===== src/tdpt_pkg.sv =====
// ----------------------------------------------------------------------------
// tdpt_pkg
// Shared constants and types for the trial division prime test.
// ----------------------------------------------------------------------------
package tdpt_pkg;

    // Default width of the tested number
    localparam int NUMBER_WIDTH_DEF = 32;

    // Status returned by the remainder unit to the sequencer
    typedef struct packed {
        logic done;      // one-cycle pulse, remainder is final
        logic rem_zero;  // remainder of the finished division is zero
    } t_div_rsp;

endpackage


===== src/tdpt_divider.sv =====
// ----------------------------------------------------------------------------
// tdpt_divider
// Shared restoring remainder unit: one quotient bit per cycle.
// ----------------------------------------------------------------------------
module tdpt_divider
    import tdpt_pkg::*;
#(
    parameter int NUMBER_WIDTH = NUMBER_WIDTH_DEF
) (
    input  logic                    i_clk,
    input  logic                    i_rst_n,
    input  logic                    i_start,
    input  logic [NUMBER_WIDTH-1:0] i_dividend,
    input  logic [NUMBER_WIDTH-1:0] i_divisor,
    output t_div_rsp                o_rsp
);

    localparam int CW = $clog2(NUMBER_WIDTH + 1);

    logic                    r_busy;
    logic                    n_busy;
    logic [CW-1:0]           r_cnt;
    logic [CW-1:0]           n_cnt;
    logic [NUMBER_WIDTH-1:0] r_dvd;
    logic [NUMBER_WIDTH-1:0] n_dvd;
    logic [NUMBER_WIDTH-1:0] r_dvs;
    logic [NUMBER_WIDTH-1:0] n_dvs;
    logic [NUMBER_WIDTH-1:0] r_rem;
    logic [NUMBER_WIDTH-1:0] n_rem;
    t_div_rsp                r_rsp;
    t_div_rsp                n_rsp;

    logic [NUMBER_WIDTH:0]   trial;
    logic [NUMBER_WIDTH:0]   diff;
    logic                    fits;

    // One restoring step: shift in the next dividend bit, subtract if it fits
    assign trial = {r_rem, r_dvd[NUMBER_WIDTH-1]};
    assign diff  = trial - {1'b0, r_dvs};
    assign fits  = trial >= {1'b0, r_dvs};

    always_comb begin
        n_busy       = r_busy;
        n_cnt        = r_cnt;
        n_dvd        = r_dvd;
        n_dvs        = r_dvs;
        n_rem        = r_rem;
        n_rsp.done     = 1'b0;
        n_rsp.rem_zero = r_rsp.rem_zero;
        if (i_start) begin
            n_busy = 1'b1;
            n_cnt  = CW'(NUMBER_WIDTH);
            n_dvd  = i_dividend;
            n_dvs  = i_divisor;
            n_rem  = '0;
        end else if (r_busy) begin
            n_rem = fits ? diff[NUMBER_WIDTH-1:0] : trial[NUMBER_WIDTH-1:0];
            n_dvd = {r_dvd[NUMBER_WIDTH-2:0], 1'b0};
            n_cnt = r_cnt - CW'(1);
            if (r_cnt == CW'(1)) begin
                n_busy         = 1'b0;
                n_rsp.done     = 1'b1;
                n_rsp.rem_zero = (n_rem == '0);
            end
        end
    end

    always_ff @(posedge i_clk) begin
        if (!i_rst_n) begin
            r_busy   <= 1'b0;
            r_rsp    <= '0;
        end else begin
            r_busy   <= n_busy;
            r_rsp    <= n_rsp;
        end
        r_cnt <= n_cnt;
        r_dvd <= n_dvd;
        r_dvs <= n_dvs;
        r_rem <= n_rem;
    end

    assign o_rsp = r_rsp;

    // A finished division always follows a busy cycle
    a_done_after_busy: assert property (@(posedge i_clk) disable iff (!i_rst_n)
        r_rsp.done |-> $past(r_busy))
        else $error("remainder done without a running division");

    // The partial remainder stays below the divisor while busy
    a_rem_below_dvs: assert property (@(posedge i_clk) disable iff (!i_rst_n)
        (r_busy && !$past(i_start)) |-> (r_rem < r_dvs))
        else $error("partial remainder not reduced");

endmodule


===== config.mk =====
export PLATFORM = sky130hd
export DESIGN_NAME = tdpt_divider
export DESIGN_NICKNAME = d
export VERILOG_FILES = /design/src/tdpt_pkg.sv /design/src/tdpt_divider.sv
export SDC_FILE = /design/constraint.sdc
export NUM_CORES = 1
export LEC_CHECK = 0
export BUFFER_PORTS_ARGS = -buffer_cell sky130_fd_sc_hd__buf_2
export CORE_MARGIN = 3
export CORE_UTILIZATION = 60
export CTS_CLUSTER_SIZE = 12
export DETAILED_ROUTE_END_ITERATION = 7
export PLACE_DENSITY = 0.91
export SETUP_SLACK_MARGIN = 0.5
export SLEW_MARGIN = 20
export SYNTH_ARGS = -nofsm -noshare
export SYNTH_HDL_FRONTEND = slang
export SYNTH_SLANG_ARGS = --single-unit

===== constraint.sdc =====
create_clock -name i_clk -period 6.15 [get_ports i_clk]
set_input_delay 0.615 -clock i_clk [delete_from_list [all_inputs] [get_ports i_clk]]
set_output_delay 0.615 -clock i_clk [all_outputs]
set_load 0.02 [all_outputs]

* Yosys cells after proc, flatten, opt, wreduce, memory -nomap -nowiden *
Index checks and enable logic that the tools add are counted.

word-level totals
  input port bits = 67
  register bits = 105
  output and inout bits = 2
  word-level logic and storage cells = 25

cells by class
  $add $sub $neg = 2
  magnitude comparators = 1
  multiplexer cells = 7
  reduce and logical (&&, ||, !) cells = 4
  equality and inequality tests = 1
  bitwise gates (word level) = 3

operators with widths
  kind                   number
  $mux W32               3
  $ge A33 B32 Y1         1
  $logic_not A32 Y1      1
  $sub A32 B32 Y32       1
  $eq A6 B1 Y1 const B   1
  $sub A6 B1 Y6 const B  1
  $mux W1                3
  $not A1 Y1             3
  $reduce_and A3 Y1      1
  $reduce_or A3 Y1       1
  $mux W2                1
  $reduce_bool A2 Y1     1

* Logic depth before layout (Yosys ltp) *
  depth after elaboration = 4
  depth in mapped cells = 15
  depth with buffers taken out = 14

* Worst setup path before layout *
Ideal clock, no wire load.

  path kind = register to register
  from = register r_dvd[31]
  to = register r_rsp, in the netlist o_rsp[0]
  slack = 3.074 ns
  stages on the path, launching flop included = 15
  buffers on the path = 0
  required time = 6.090 ns
  arrival = 3.016 ns
  period minus slack after synthesis = 3.076 ns
  library setup time = 0.060 ns
  cell sequence = edfxtp_1 > inv_1 > ha_1 > inv_1 > fa_1 > a21o_1 > a221oi_2 > nand4bb_1 > nand2_1 > o311a_1 > nor2_1 > or4b_1 > nor4_1 > o2111ai_1 > nand2_1

between the ends
  word-level cells in the longest chain between the ends = 3
  elaborated cells on any way between the ends = 4
  classes of those cells = add/sub: 1; order compare: 1; mux: 1; reduce/logical: 1

RTL lines
  item                                                       RTL line                                RTL
  start: declaration                                         tdpt_divider.sv:24                      logic [NUMBER_WIDTH-1:0] r_dvd;
  start signal: assignment                                   tdpt_divider.sv:77                      r_dvd <= n_dvd;
  $sub A32 B32 Y32 / $ge A33 B32 Y1 (equally long branches)  tdpt_divider.sv:39, tdpt_divider.sv:40
  $mux W32 (*)                                               tdpt_divider.sv:57                      n_rem = fits ? diff[NUMBER_WIDTH-1:0] : trial[NUMBER_WIDTH-1:0];
  $logic_not A32 Y1 (*)                                      tdpt_divider.sv:63                      n_rsp.rem_zero = (n_rem == '0);
  end signal: assignment                                     tdpt_divider.sv:74                      r_rsp <= n_rsp;
  end: declaration                                           tdpt_divider.sv:30                      t_div_rsp r_rsp;

Every way passes the cells marked *; elsewhere a longest branch is shown, timed or not.
A chain may end at the register's enable or synchronous reset.

* Worst setup path in the final report *
Ends and elaborated chain as after synthesis.

==> flow_summary.json <==
{
  "outcome": "completed",
  "crit_path_top_delay_cell": "or4b_1",
  "numPortBuffers": 68,
  "ff_latch_area_mm2": 0.002744,
  "end_kind": "flip-flop",
  "die_x_um": 108.6,
  "num_io_pins": 69,
  "met1_usage": 0.3583,
  "place_hpwl_mm": 11.35,
  "avgSynthCellArea_um2": 9.861,
  "drive_gt1_frac": 0.1937,
  "viasPerCell": 6.245,
  "cts.sinks": 105,
  "htree_levels": 3,
  "syn_area_mm2": 0.006311,
  "reg2regPathDepth": 14,
  "synth_edf_count": 64,
  "multi_input_area_mm2": 0.003289,
  "use_met3": 0.07224,
  "yosysMostFrequentCell": "nand2_1",
  "drv_slew": 0,
  "dieArea_mm2": 0.01179,
  "core_mm2": 0.01000,
  "area_delta_synth_final_pct": 9.377,
  "first_pass_iters": 5,
  "fin_tns_setup_ns": 0,
  "grt_pass1_wl_mm": 25.14,
  "cts_tree": "done",
  "post_cts_buffers": 0,
  "path_cells": "inv_1, ha_1, inv_1, fa_1, a21o_1, a221oi_2, nand4bb_1, nand2_1, o311a_1, nor2_1, or4b_1, nor4_1, o2111ai_1, nand2_1",
  "syn_inst": 640,
  "start_util": 0.6311,
  "vias": 5183,
  "cap_viol_max_count": 0,
  "async_flop_share": 0,
  "first_global_vias": 5082,
  "leakagePower_nw": 2.845,
  "ys_types": 74,
  "synth_seq_area_share": 0.4346,
  "worst_pin_slew_ns": 0.7742,
  "wl_per_cell_um": 18.68,
  "die_h_um": 108.6,
  "vdd_drop_max_mv": 0.2819,
  "period_minus_slack_ns": 3.581,
  "drt_iter0_markers": 397,
  "holdPathStages": 1,
  "syn_nets": 742,
  "synth_area_leader_cell": "edfxtp_1",
  "synth-main-ff-cell": "edfxtp_1",
  "cts_hold_buf": 0,
  "crit_family": "simple AND/OR/NAND/NOR gates",
  "grt_util_all_layers": 0.2759,
  "clk_latency_ns": 0.40,
  "finish.utilization": 0.6903,
  "pre_cts_slack_ns": 2.646,
  "drtAntennaViolNets": 0,
  "design_area_mm2": 0.006903,
  "drt-total-wl_mm": 15.50,
  "cp_num_buf_inv": 2,
  "cts-resized-gates": 0,
  "fin_nets": 794,
  "diodes": 0,
  "synth_common_cells": "75 x nand2_1, 64 x edfxtp_1, 61 x nor2_1",
  "worstPathMaxFanout": 5,
  "drcViolationCount": 0,
  "powerDensity_mw_per_mm2": 267.9,
  "globalRouteOverflowTotal": 0,
  "synth_area_leaders": "edfxtp_1 30%, dfxtp_1 13%, ha_1 6.7%, mux2_2 5.5%, nand2_1 4.5%",
  "root_buffer": "clkbuf_8",
  "setup_slack_ns": 2.569,
  "slowest_delay_ns": 0.44,
  "ys_ff_latch": 105,
  "antenna_found_initial": 1,
  "gp_congestion": 0.9564,
  "busiest_layer": "met2",
  "rows": 36,
  "yosysWarningCount": 0,
  "cp_num_cells": 14,
  "path_clk_slew_ns": 0.11,
  "dpl-instance-area_mm2": 0.006708,
  "hold_viol": 0,
  "crit_required_ns": 6.50,
  "rsz0062_at_grt": "no",
  "grt_max_degree": 67,
  "startpoint_type": "flip-flop",
  "cts_buffers": 9,
  "fmax_mhz": 279.3,
  "timing.final.crit_share": 0.5822,
  "fin_worst_skew_ns": 0.02198,
  "criticalPathCategory": "flip-flop to flip-flop",
  "n_fill_cell": 777,
  "ctsLongestPathBuffers": 2,
  "relSlewSlack": 0.4838,
  "min-delay-path-class": "input pin to flip-flop",
  "setup_viol": 0,
  "yosysTopAreaCellShare": 0.3045,
  "grt.met2_usage": 0.4523,
  "crit_arrival_ns": 3.93
}
-- power by group --
group	internal (W)	switching (W)
Clock	0.000194	0.000246
Combinational	0.000215	0.000332
Sequential	0.000819	0.0000433
Total	0.00123	0.000621
-- registers in the layout, indices dropped and copies added, names as in the netlist --
register	count
o_rsp	2
r_busy	1
r_dvd	32
r_cnt	6
r_rem	32
r_dvs	32
-- worst paths after layout --
kind / to / slack, ns / start
max: o_rsp[0]$_SDFFE_PN0P_ / 2.57 / r_dvd[31]$_DFFE_PP_
min: r_dvs[27]$_DFFE_PP_ / 0.38 / i_divisor[27]
min reg2reg: r_cnt[1]$_SDFFE_PP0P_ / 0.51 / r_cnt[1]$_SDFFE_PP0P_
max reg2reg: o_rsp[0]$_SDFFE_PN0P_ / 2.57 / r_dvd[31]$_DFFE_PP_
-- logic make-up (layout without fill, tap and decap cells) --
group / count (synthesis) / in the layout / share of synthesized area
compound gates: 150 / 150 / 0.1792
fa+ha+maj: 35 / 35 / 0.07058
xor+xnor: 26 / 26 / 0.03608
buf+inv: 69 / 126 / 0.04421
mux: 38 / 38 / 0.06642
simple gates: 217 / 217 / 0.1689
flops: 105 / 105 / 0.4346
-- per-layer routing --
metal | routed length (um) | up-vias
met5 | 7 | -
li1 | - | 2476
met4 | 369 | 2
met3 | 1135 | 35
met2 | 7605 | 211
met1 | 6386 | 2459
-- cell usage in the layout (no fill, tap or decap), types with 9 or more instances in the layout --
master,n
xnor2_1,20
nor3_1,10
a21oi_1,31
a21o_1,14
buf_2,67
dfxtp_1,40
nor4_1,9
nor2_1,61
inv_1,40
mux2_2,31
a211oi_1,9
a311oi_1,21
ha_1,34
edfxtp_1,64
o21ai_0,11
clkbuf_8,9
nand2_1,75
-- worst reg2reg max path: stages (launching register included) --
cell	delay [ns]
edfxtp_1	0.43
inv_1	0.08
ha_1	0.17
inv_1	0.07
fa_1	0.40
a21o_1	0.24
a221oi_2	0.36
nand4bb_1	0.35
nand2_1	0.12
o311a_1	0.38
nor2_1	0.09
or4b_1	0.44
nor4_1	0.19
o2111ai_1	0.13
nand2_1	0.10
-- final cells by class --
cell class,count,share of cell area
Clock buffer,11,0.01903
Inverter,40,0.02175
Multi-Input combinational cell,466,0.4765
Sequential cell,105,0.3975
Timing Repair Buffer,70,0.05184
Tap cell,133,0.02411
Clock inverter,5,0.009244
-- metrics by stage --
step	total power (W)	hold slack, ns	instances
2_1_floorplan	0.001270	0.4685	640
3_3_place_gp	0.001391	0.4820	814
3_5_place_dp	0.001411	0.5022	814
4_1_cts	0.001852	0.3630	830
5_1_grt	0.001948	0.3565	830
6_report	0.001850	0.3777	830
Note: power is estimated with default switching activity, not from simulation.
